<file path="config.mk">
export PLATFORM = sky130hd
export DESIGN_NAME = api_transmit_frame_builder
export DESIGN_NICKNAME = d
export VERILOG_FILES = /design/src/atfb_pkg.sv /design/src/api_transmit_frame_builder.sv
export SDC_FILE = /design/constraint.sdc
export NUM_CORES = 1
export LEC_CHECK = 0
export ABC_CLOCK_PERIOD_IN_PS = 5600
export BUFFER_PORTS_ARGS = -buffer_cell sky130_fd_sc_hd__buf_2
export CAP_MARGIN = 30
export CORE_MARGIN = 2
export CORE_UTILIZATION = 45
export CTS_BUF_LIST = sky130_fd_sc_hd__clkbuf_4 sky130_fd_sc_hd__clkbuf_8
export DETAILED_ROUTE_END_ITERATION = 6
export MAX_ROUTING_LAYER = met4
export SLEW_MARGIN = 5
export SYNTH_ARGS = -nofsm -noshare
export SYNTH_HDL_FRONTEND = slang
export SYNTH_SLANG_ARGS = --single-unit
</file>
<file path="constraint.sdc">
create_clock -name clk -period 5.6 [get_ports clk]
set_input_delay 1.12 -clock clk [delete_from_list [all_inputs] [get_ports clk]]
set_output_delay 1.12 -clock clk [all_outputs]
set_load 0.01 [all_outputs]
</file>
<file path="src/atfb_pkg.sv">
`default_nettype none

package atfb_pkg;

    // Frame constants
    localparam logic [7:0]  HdrStart  = 8'h7E;
    localparam logic [7:0]  HdrType   = 8'h10;
    localparam logic [15:0] FixedLen  = 16'd14;
    localparam logic [7:0]  MaxKept   = 8'd237;
    localparam logic [7:0]  TotalBase = 8'd18;
    localparam int          HdrBytes  = 17;
    localparam int          HdrIdxW   = $clog2(HdrBytes);
    localparam logic [HdrIdxW-1:0] HdrLastIdx = HdrIdxW'(HdrBytes - 1);
    // Header index where the running sum starts (type byte)
    localparam logic [HdrIdxW-1:0] HdrSumIdx  = HdrIdxW'(3);

    // Register reset values
    localparam logic [63:0] DestReset  = 64'h0013A200425E92E9;
    localparam logic [7:0]  FidReset   = 8'h01;
    localparam logic [15:0] LimitReset = 16'hFFFF;

    // Configuration register indexes
    localparam int CfgIdxW = 2;
    localparam logic [CfgIdxW-1:0] CFG_DEST  = 2'd0;
    localparam logic [CfgIdxW-1:0] CFG_FID   = 2'd1;
    localparam logic [CfgIdxW-1:0] CFG_LIMIT = 2'd2;

    // Header byte at position idx
    function automatic logic [7:0] hdr_byte(
        input logic [HdrIdxW-1:0] idx,
        input logic [15:0]        len,
        input logic [7:0]         fid,
        input logic [63:0]        dest
    );
        logic [7:0] b;
        case (idx)
            5'd0:    b = HdrStart;
            5'd1:    b = len[15:8];
            5'd2:    b = len[7:0];
            5'd3:    b = HdrType;
            5'd4:    b = fid;
            5'd5:    b = dest[63:56];
            5'd6:    b = dest[55:48];
            5'd7:    b = dest[47:40];
            5'd8:    b = dest[39:32];
            5'd9:    b = dest[31:24];
            5'd10:   b = dest[23:16];
            5'd11:   b = dest[15:8];
            5'd12:   b = dest[7:0];
            5'd13:   b = 8'hFF;
            5'd14:   b = 8'hFE;
            default: b = 8'h00;
        endcase
        return b;
    endfunction

endpackage

`default_nettype wire

</file>
<file path="src/api_transmit_frame_builder.sv">
`default_nettype none

// Channel   | Direction | Handshake                  | Payload
// s_        | in        | s_tvalid / s_tready        | s_tdata {payload_len, data_byte}, s_tlast
// m_        | out       | m_tvalid / m_tready        | m_tdata {frame_total, frame_byte}, m_tlast
// cfg_      | in        | cfg_valid / cfg_ready      | cfg_index, cfg_data
//
// One output beat per cycle at most, none while m_ stalls. A kept payload beat
// yields one frame byte; the first beat of a packet is preceded by the 17 header
// bytes, and the beat that closes the frame is followed by the checksum byte. The
// single holding register for the current input beat and the output register set this.
// Reset clears all control state; config registers return to their defaults.
// Backpressure on m_ stalls the holding register, which in turn drops s_tready.

module api_transmit_frame_builder (
    input  wire logic        clk,
    input  wire logic        rst_n,
    // Input stream
    input  wire logic        s_tvalid,
    output logic             s_tready,
    input  wire logic [23:0] s_tdata,   // [7:0] data_byte, [23:8] payload_len
    input  wire logic        s_tlast,   // last_in
    // Output stream
    output logic             m_tvalid,
    input  wire logic        m_tready,
    output logic [15:0]      m_tdata,   // [7:0] frame_byte, [15:8] frame_total
    output logic             m_tlast,   // frame_last
    // Configuration writes
    input  wire logic        cfg_valid,
    output logic             cfg_ready,
    input  wire logic [atfb_pkg::CfgIdxW-1:0] cfg_index,
    input  wire logic [63:0] cfg_data
);

    localparam int IW = atfb_pkg::HdrIdxW;

    // Config registers
    logic [63:0] dest_reg;
    logic [7:0]  fid_reg;
    logic [15:0] limit_reg;

    // Held input beat
    logic        hold_valid_reg, hold_valid_next;
    logic [7:0]  hold_data_reg;
    logic [15:0] hold_plen_reg;
    logic        hold_last_reg;
    logic [IW-1:0] hdr_idx_reg, hdr_idx_next;
    logic        data_done_reg, data_done_next;

    // Framing state
    logic        in_packet_reg, in_packet_next;
    logic [7:0]  count_reg, count_next;
    logic [7:0]  target_reg, target_next;
    logic [7:0]  sum_reg, sum_next;
    logic        closed_reg, closed_next;

    // Output register
    logic        out_valid_reg, out_valid_next;
    logic [7:0]  out_byte_reg, out_byte_next;
    logic [7:0]  out_total_reg, out_total_next;
    logic        out_last_reg, out_last_next;

    // Working signals
    logic        slot_free;
    logic        emit;
    logic        item_done;
    logic        load;
    logic [15:0] t16;
    logic [7:0]  new_target;
    logic [15:0] hdr_len;
    logic [7:0]  hbyte;
    logic        keep;
    logic        close_now;
    logic [7:0]  count_inc;

    assign cfg_ready = 1'b1;

    // Config write decode
    always_ff @(posedge clk or negedge rst_n)
    begin
        if (!rst_n)
        begin
            dest_reg  <= atfb_pkg::DestReset;
            fid_reg   <= atfb_pkg::FidReset;
            limit_reg <= atfb_pkg::LimitReset;
        end
        else if (cfg_valid)
        begin
            unique case (cfg_index)
                atfb_pkg::CFG_DEST:  dest_reg  <= cfg_data;
                atfb_pkg::CFG_FID:   fid_reg   <= cfg_data[7:0];
                atfb_pkg::CFG_LIMIT: limit_reg <= cfg_data[15:0];
                default: ;
            endcase
        end
    end

    // Clipped payload length and header length field
    always_comb
    begin
        t16        = (hold_plen_reg < limit_reg) ? hold_plen_reg : limit_reg;
        new_target = (t16 > 16'(atfb_pkg::MaxKept)) ? atfb_pkg::MaxKept : t16[7:0];
        hdr_len    = atfb_pkg::FixedLen + 16'(new_target);
        hbyte      = atfb_pkg::hdr_byte(hdr_idx_reg, hdr_len, fid_reg, dest_reg);
    end

    assign slot_free = !out_valid_reg || m_tready;
    assign count_inc = count_reg + 8'd1;
    assign keep      = !closed_reg && (count_reg < target_reg);

    // Per-cycle step over the held beat
    always_comb
    begin
        in_packet_next  = in_packet_reg;
        count_next      = count_reg;
        target_next     = target_reg;
        sum_next        = sum_reg;
        closed_next     = closed_reg;
        hdr_idx_next    = hdr_idx_reg;
        data_done_next  = data_done_reg;
        emit            = 1'b0;
        item_done       = 1'b0;
        close_now       = 1'b0;
        out_byte_next   = out_byte_reg;
        out_total_next  = out_total_reg;
        out_last_next   = out_last_reg;

        if (hold_valid_reg)
        begin
            if (!in_packet_reg)
            begin
                // Header bytes
                if (slot_free)
                begin
                    emit          = 1'b1;
                    out_byte_next = hbyte;
                    out_last_next = 1'b0;
                    out_total_next = 8'd0;
                    if (hdr_idx_reg < atfb_pkg::HdrSumIdx)
                        sum_next = 8'd0;
                    else
                        sum_next = sum_reg + hbyte;
                    hdr_idx_next = hdr_idx_reg + IW'(1);
                    if (hdr_idx_reg == atfb_pkg::HdrLastIdx)
                    begin
                        in_packet_next = 1'b1;
                        target_next    = new_target;
                        count_next     = 8'd0;
                        closed_next    = 1'b0;
                    end
                end
            end
            else if (!data_done_reg && keep)
            begin
                // Payload byte
                if (slot_free)
                begin
                    emit           = 1'b1;
                    out_byte_next  = hold_data_reg;
                    out_last_next  = 1'b0;
                    out_total_next = 8'd0;
                    sum_next       = sum_reg + hold_data_reg;
                    count_next     = count_inc;
                    data_done_next = 1'b1;
                    if (!((count_inc >= target_reg) || hold_last_reg))
                        item_done = 1'b1;
                end
            end
            else
            begin
                close_now = !closed_reg && ((count_reg >= target_reg) || hold_last_reg);
                if (close_now)
                begin
                    // Checksum byte
                    if (slot_free)
                    begin
                        emit           = 1'b1;
                        out_byte_next  = ~sum_reg;
                        out_last_next  = 1'b1;
                        out_total_next = atfb_pkg::TotalBase + count_reg;
                        closed_next    = 1'b1;
                        item_done      = 1'b1;
                    end
                end
                else
                begin
                    item_done = 1'b1;
                end
            end

            if (item_done && hold_last_reg)
            begin
                in_packet_next = 1'b0;
                closed_next    = 1'b0;
            end
        end
    end

    assign s_tready        = !hold_valid_reg || item_done;
    assign load            = s_tvalid && s_tready;
    assign hold_valid_next = load || (hold_valid_reg && !item_done);
    assign out_valid_next  = emit || (out_valid_reg && !m_tready);

    // Control registers
    always_ff @(posedge clk or negedge rst_n)
    begin
        if (!rst_n)
        begin
            hold_valid_reg <= 1'b0;
            hdr_idx_reg    <= '0;
            data_done_reg  <= 1'b0;
            in_packet_reg  <= 1'b0;
            count_reg      <= 8'd0;
            target_reg     <= 8'd0;
            sum_reg        <= 8'd0;
            closed_reg     <= 1'b0;
            out_valid_reg  <= 1'b0;
        end
        else
        begin
            hold_valid_reg <= hold_valid_next;
            in_packet_reg  <= in_packet_next;
            count_reg      <= count_next;
            target_reg     <= target_next;
            sum_reg        <= sum_next;
            closed_reg     <= closed_next;
            out_valid_reg  <= out_valid_next;
            if (load)
            begin
                hdr_idx_reg   <= '0;
                data_done_reg <= 1'b0;
            end
            else
            begin
                hdr_idx_reg   <= hdr_idx_next;
                data_done_reg <= data_done_next;
            end
        end
    end

    // Payload registers
    always_ff @(posedge clk)
    begin
        if (load)
        begin
            hold_data_reg <= s_tdata[7:0];
            hold_plen_reg <= s_tdata[23:8];
            hold_last_reg <= s_tlast;
        end
        if (emit)
        begin
            out_byte_reg  <= out_byte_next;
            out_total_reg <= out_total_next;
            out_last_reg  <= out_last_next;
        end
    end

    assign m_tvalid = out_valid_reg;
    assign m_tdata  = {out_total_reg, out_byte_reg};
    assign m_tlast  = out_last_reg;

endmodule

`default_nettype wire

</file>
==> flow_metrics.env, run 1 <==
export IMPL_worst_slack_ns=1.12
export IMPL_first_global_vias=6491
export IMPL_critical_path_required_ns=5.96
export IMPL_largest_reg_flops=64
export IMPL_delay_of_the_slowest_cell_on_the_worst_path_ns=0.58
export IMPL_quantity_of_hold_fixing_buffers_added_after_cts=0
export IMPL_critPathBufInv=1
export IMPL_nNetsFinal=1061
export IMPL_die_area_um2=21400
export IMPL_rows=52
export IMPL_syn_cell_area_um2=9110
export IMPL_vias_per_cell=5.56
export IMPL_endpoint_kind="flop"
export IMPL_worst_setup_slack_after_placement_ns=1.18
export IMPL_synth_top_cells_by_count="mux2_2, dfrtp_1, ha_1"
export IMPL_startpoint_type="flop"
export IMPL_tritoncts="done"
export IMPL_timing_final_setup_violations=0
export IMPL_grt_antenna_before_repair=0
export IMPL_placeableCoreArea_um2=20000
export IMPL_synth_area_top_cells="dfrtp_1, edfxtp_1, mux2_2"
export IMPL_ys_warn_count=0
export IMPL_synthArstFlopShare=0.744
export IMPL_hpwlAfterDp_um=16200
export IMPL_initial_utilization=0.455
export IMPL_syn_mean_instance_area_um2=11.3
export IMPL_drive_gt1_frac=0.334
export IMPL_cp_arrival_ns=4.85
export IMPL_timing_max_cap_violations=0
export IMPL_postSynthRegisterBits=164
export IMPL_number_of_top_level_design_ports=116
export IMPL_detailedRoute_firstPassIterationCount=5
export IMPL_antenna_cells_inserted=0
export IMPL_num_fill_cells=1871
export IMPL_multi_input_area_um2=4460
export IMPL_worst_hold_path_type="reg -> reg"
export IMPL_period_needed_ns=4.48
export IMPL_syn_inst=804
export IMPL_clock_tree_root_cell="clkbuf_8"
export IMPL_critPathMaxFanout=15
export IMPL_synth_top_flop_cell="dfrtp_1"
export IMPL_critical_path_top_delay_family="compound AO/OA/AOI/OAI gates"
export IMPL_synth_seq_area_share=0.479
export IMPL_yosysUniqueCellTypes=77
export IMPL_synthesis_nets=953
export IMPL_grt_pass1_wl_um=35000
export IMPL_post_route_util=0.520
export IMPL_clk_transition_reported_paths_ns=0.10
export IMPL_timing_final_hold_violations=0
export IMPL_drt_antenna_violating_nets=0
export IMPL_wl_per_cell_um=18.2
export IMPL_number_of_buffers_on_the_longest_clock_path=2
export IMPL_area_delta_synth_final_pct=14.4
export IMPL_via_count=6642
export IMPL_timing_fmax_mhz=223
export IMPL_yosysMostFrequentCell="mux2_2"
export IMPL_clock_sinks=164
export IMPL_finClkSkew_ns=0.0232
export IMPL_critPathKind="reg -> reg"
export IMPL_post_layout_nonfiller_instances=1195
export IMPL_cts_setup_buffers=0
export IMPL_rsz0062_at_grt="no"
export IMPL_worst_slew_slack_as_a_fraction_of_its_limit=0.420
export IMPL_postCtsResizedCells=0
export IMPL_worst_pin_slew_ns=0.868
export IMPL_status="completed"
export IMPL_grt_start_max_net_pins=65
export IMPL_timing_final_crit_share=0.801
export IMPL_cp_slowest_cell="a31oi_1"
export IMPL_critical_path_cell_chain="inv_1 > ha_1 > and4_1 > o211ai_1 > a31oi_1 > nor2_4 > a221oi_2 > o2111ai_1 > ha_1 > a21o_1 > a211oi_1 > o21ai_0 > o211ai_1 > mux2_2 > a211oi_1 > a2111o_1"
export IMPL_vdd_drop_max_mv=0.194
export IMPL_r2r_slack_ns=1.12
export IMPL_yosys_area_top_type="dfrtp_1"
export IMPL_final_max_slew_violation_count=0
export IMPL_total_routed_wirelength_um=21800
export IMPL_worstRegToRegCells=16
export IMPL_place_port_buffers=114
export IMPL_worst_hold_path_num_cells=1
export IMPL_post_place_cells=1162
export IMPL_total_power_w=0.00494
export IMPL_regArea_um2=4360
export IMPL_die_width_um=146
export IMPL_die_outline_height_um=146
export IMPL_synth_top_area_share=0.231
export IMPL_total_negative_setup_slack_ns=0
export IMPL_later_pin_clock_latency_in_the_skew_report_ns=0.48
export IMPL_drc_errors=0
export IMPL_cts_buffers=17
export IMPL_leakage_nw=4.45
export IMPL_critical_path_cell_count=16
export IMPL_grt_overflow_total=0
export IMPL_cellPowerDensity_nw_per_um2=474
export IMPL_ctsHtreeMaxLevel=4
export IMPL_routabilityCongestion=0.872
export IMPL_drt_first_iter_violations=407
export IMPL_grt_use_total=0.215
export IMPL_edff_count_synth=42
[metrics by stage]
stage                     cell area (um^2)  hold slack [ns]
after floorplan                       9110            0.476
after global placement                9970            0.490
after detailed placement              9990            0.495
after CTS                            10400            0.521
after global routing                 10400            0.539
final                                10400            0.518
[power by group]
group / switching [W] / internal, W
clock network: 0.000521 / 0.000382
logic: 0.00118 / 0.000942
registers: 0.000275 / 0.00164
total: 0.00198 / 0.00297
[final cells by class]
type                            count  share of cell area
Sequential cell                   164               0.419
Timing Repair Buffer              130              0.0675
Inverter                           36              0.0130
Multi-Input combinational cell    563               0.428
Clock inverter                     15              0.0178
Tap cell                          270              0.0324
Clock buffer                       17              0.0225
[path summary, 6_finish.rpt]
check | start | to
setup reg to reg | limit_reg[10]$_DFFE_PN1P_ | sum_reg[7]$_DFFE_PN0P_
max in group asynchronous | rst_n | sum_reg[5]$_DFFE_PN0P_
hold reg to reg | dest_reg[42]$_DFFE_PN0P_ | dest_reg[42]$_DFFE_PN0P_
min in group asynchronous | rst_n | dest_reg[10]$_DFFE_PN0P_
setup / recovery | limit_reg[10]$_DFFE_PN1P_ | sum_reg[7]$_DFFE_PN0P_
hold / removal | dest_reg[42]$_DFFE_PN0P_ | dest_reg[42]$_DFFE_PN0P_
[placed cells by master, fill, tap and decap left out, drive strengths merged, types with 16 or more instances in the layout]
cell type | Yosys | routed
edfxtp | 42 | 42
nand3 | 33 | 33
nor2 | 34 | 34
ha | 51 | 51
a21oi | 27 | 27
o211ai | 16 | 16
xnor2 | 16 | 16
o21ai | 46 | 46
clkbuf | 32 | 17
dfrtp | 84 | 84
nand2 | 44 | 44
inv | 36 | 44
mux2 | 90 | 90
a22oi | 28 | 28
buf | 9 | 130
dfstp | 38 | 38
xor2 | 16 | 16
[routing by layer]
metal / global-route usage / part of all wire / vias to the layer above
li1: - / - / 3221
met1: 0.294 / 0.48 / 3240
met2: 0.335 / 0.47 / 160
met3: 0.0363 / 0.041 / 21
met4: 0.0563 / 0.014 / 0
met5: - / 0 / -
[worst reg2reg max path, stage by stage (launching register included)]
cell and delay (ns):
dfstp_2 0.55, inv_1 0.04, ha_1 0.29, and4_1 0.26
o211ai_1 0.12, a31oi_1 0.58, nor2_4 0.20, a221oi_2 0.41
o2111ai_1 0.21, ha_1 0.27, a21o_1 0.20, a211oi_1 0.29
o21ai_0 0.14, o211ai_1 0.16, mux2_2 0.21, a211oi_1 0.04
a2111o_1 0.40
[logic make-up after synthesis]
family,count (synthesis),synth area share
compound gates,193,0.153
simple gates,190,0.114
flops,164,0.479
mux,94,0.116
buf+inv,77,0.0332
fa+ha+maj,53,0.0744
xor+xnor,32,0.0308
other cells,1,0.000412
No activity file was read; power rests on OpenSTA's default activity.
==> run 2: changes to the inputs <==
Settings changed: ABC_CLOCK_PERIOD_IN_PS 5600 to 4300.
Clock period 5.6 ns to 4.3 ns, I/O delays scaled along.
==> run 2 against run 1 <==
Global-route usage is 0.87 points higher; first-iteration DRC count is 17% higher; cell area is 2.9% higher; sequential cell count stayed put; clock power is 26% higher; hold slack worse by 0.12 ns; critical endpoint unchanged; die area stayed put.
==> flow_metrics.env, run 2 (synthesized netlist as in run 1, its figures left out) <==
export IMPL_post_route_util=0.535
export IMPL_rows=52
export IMPL_status="completed"
export IMPL_final_max_slew_violation_count=0
export IMPL_antenna_cells_inserted=0
export IMPL_critPathKind="reg -> reg"
export IMPL_worst_slew_slack_as_a_fraction_of_its_limit=0.324
export IMPL_timing_final_crit_share=0.964
export IMPL_drt_antenna_violating_nets=0
export IMPL_area_delta_synth_final_pct=17.7
export IMPL_drive_gt1_frac=0.370
export IMPL_vias_per_cell=5.55
export IMPL_total_routed_wirelength_um=22500
export IMPL_timing_fmax_mhz=241
export IMPL_finClkSkew_ns=0.0177
export IMPL_vdd_drop_max_mv=0.242
export IMPL_final_cell_mix="buf_2, mux2_2, dfrtp_1"
export IMPL_tritoncts="done"
export IMPL_initial_utilization=0.455
export IMPL_drc_errors=0
export IMPL_ctsHtreeMaxLevel=4
export IMPL_endpoint_kind="flop"
export IMPL_leakage_nw=4.62
export IMPL_grt_start_max_net_pins=70
export IMPL_timing_final_hold_violations=0
export IMPL_first_global_vias=6838
export IMPL_total_power_w=0.00666
export IMPL_period_needed_ns=4.14
export IMPL_cts_buffers=17
export IMPL_number_of_top_level_design_ports=116
export IMPL_grt_overflow_total=0
export IMPL_critical_path_required_ns=4.67
export IMPL_placeableCoreArea_um2=20000
export IMPL_clock_tree_root_cell="clkbuf_8"
export IMPL_rsz0062_at_grt="yes"
export IMPL_grt_antenna_before_repair=0
export IMPL_number_of_buffers_on_the_longest_clock_path=2
export IMPL_startpoint_type="flop"
export IMPL_nNetsFinal=1092
export IMPL_worst_pin_slew_ns=1.01
export IMPL_timing_final_setup_violations=0
export IMPL_later_pin_clock_latency_in_the_skew_report_ns=0.48
export IMPL_clk_transition_reported_paths_ns=0.10
export IMPL_drt_first_iter_violations=477
export IMPL_hpwlAfterDp_um=16900
export IMPL_largest_reg_flops=64
export IMPL_worst_hold_path_type="in -> async"
export IMPL_delay_of_the_slowest_cell_on_the_worst_path_ns=0.55
export IMPL_timing_max_cap_violations=0
export IMPL_quantity_of_hold_fixing_buffers_added_after_cts=0
export IMPL_routabilityCongestion=0.870
export IMPL_wl_per_cell_um=18.3
export IMPL_place_port_buffers=114
export IMPL_grt_pass1_wl_um=36400
export IMPL_num_fill_cells=1832
export IMPL_cp_arrival_ns=4.51
export IMPL_via_count=6808
export IMPL_cp_slowest_cell="dfstp_2"
export IMPL_die_outline_height_um=146
export IMPL_detailedRoute_firstPassIterationCount=5
export IMPL_layout_commonest_cell="buf_2"
export IMPL_die_width_um=146
export IMPL_clock_sinks=164
export IMPL_critical_path_cell_chain="inv_1 > ha_1 > nand4_1 > a211o_1 > o311ai_4 > o21ai_4 > a221oi_4 > o2111ai_2 > ha_2 > a21o_1 > a211oi_2 > o21ai_0 > o211ai_1 > mux2_2 > a211oi_1 > a2111o_1"
export IMPL_critPathMaxFanout=5
export IMPL_die_area_um2=21400
export IMPL_grt_use_total=0.224
export IMPL_cellPowerDensity_nw_per_um2=621
==> run 2: path summary, 6_finish.rpt <==
check / slack (ns) / end / from / cells past startpoint
setup / recovery: 0.16 / sum_reg[7]$_DFFE_PN0P_ / limit_reg[13]$_DFFE_PN1P_ / 16
hold / removal: 0.39 / dest_reg[62]$_DFFE_PN0P_ / rst_n / 2
setup reg to reg: 0.16 / sum_reg[7]$_DFFE_PN0P_ / limit_reg[13]$_DFFE_PN1P_ / 16
hold reg to reg: 0.52 / dest_reg[4]$_DFFE_PN0P_ / dest_reg[4]$_DFFE_PN0P_ / 1
max in group asynchronous: 3.21 / dest_reg[9]$_DFFE_PN1P_ / rst_n / 3
min in group clk: 0.52 / dest_reg[4]$_DFFE_PN0P_ / dest_reg[4]$_DFFE_PN0P_ / 1
==> run 2: cell type report <==
| type | instances | area [um^2] | area share |
|---|---|---|---|
| clock inverters | 15 | 161 | 0.0151 |
| inverters | 36 | 135 | 0.0126 |
| flip-flops and latches | 164 | 4360 | 0.407 |
| clock buffers | 17 | 234 | 0.0218 |
| well taps | 270 | 338 | 0.0315 |
| multi-input cells | 563 | 4550 | 0.424 |
| repair buffers | 161 | 941 | 0.0878 |
==> run 2: stage by stage <==
step	std cells	hold slack [ns]	cell area [um^2]	setup TNS (ns)	setup slack, ns
finish	1226	0.395	10700	0	0.157
global placement	1186	0.492	10200	0	0.00967
floorplan	804	0.476	9110	0	0.324
detailed placement	1188	0.498	10200	-0.264	-0.143
CTS	1221	0.520	10600	0	0.0177
global route	1226	0.405	10700	-0.0868	-0.0495
==> run 2: where the power goes <==
group	internal, W	switching [W]
clock network	0.000486	0.000656
logic	0.00139	0.00166
registers	0.00214	0.000329
total	0.00401	0.00265
==> run 2: metal layers <==
| metal | wire (um) | global-route usage | up-vias |
|---|---|---|---|
| met1 | 10500 | 0.301 | 3341 |
| li1 | - | - | 3285 |
| met5 | 0 | - | - |
| met3 | 789 | 0.0388 | 32 |
| met4 | 366 | 0.0617 | 0 |
| met2 | 10800 | 0.352 | 150 |
==> run 2: critical path, delay by kind of cell (launching register included) <==
family	cells	cell delay, ns
compound gates	11	2.56
simple gates	1	0.16
buf+inv	1	0.05
mux	1	0.19
flops	1	0.55
fa+ha+maj	2	0.54
==> run 2: repair_timing <==
action / in CTS / in global routing
pin swaps: 2 / 11
setup buffers: 1 / 4
gates resized for setup: 2 / 20
endpoints found under the setup margin: 3 / 5
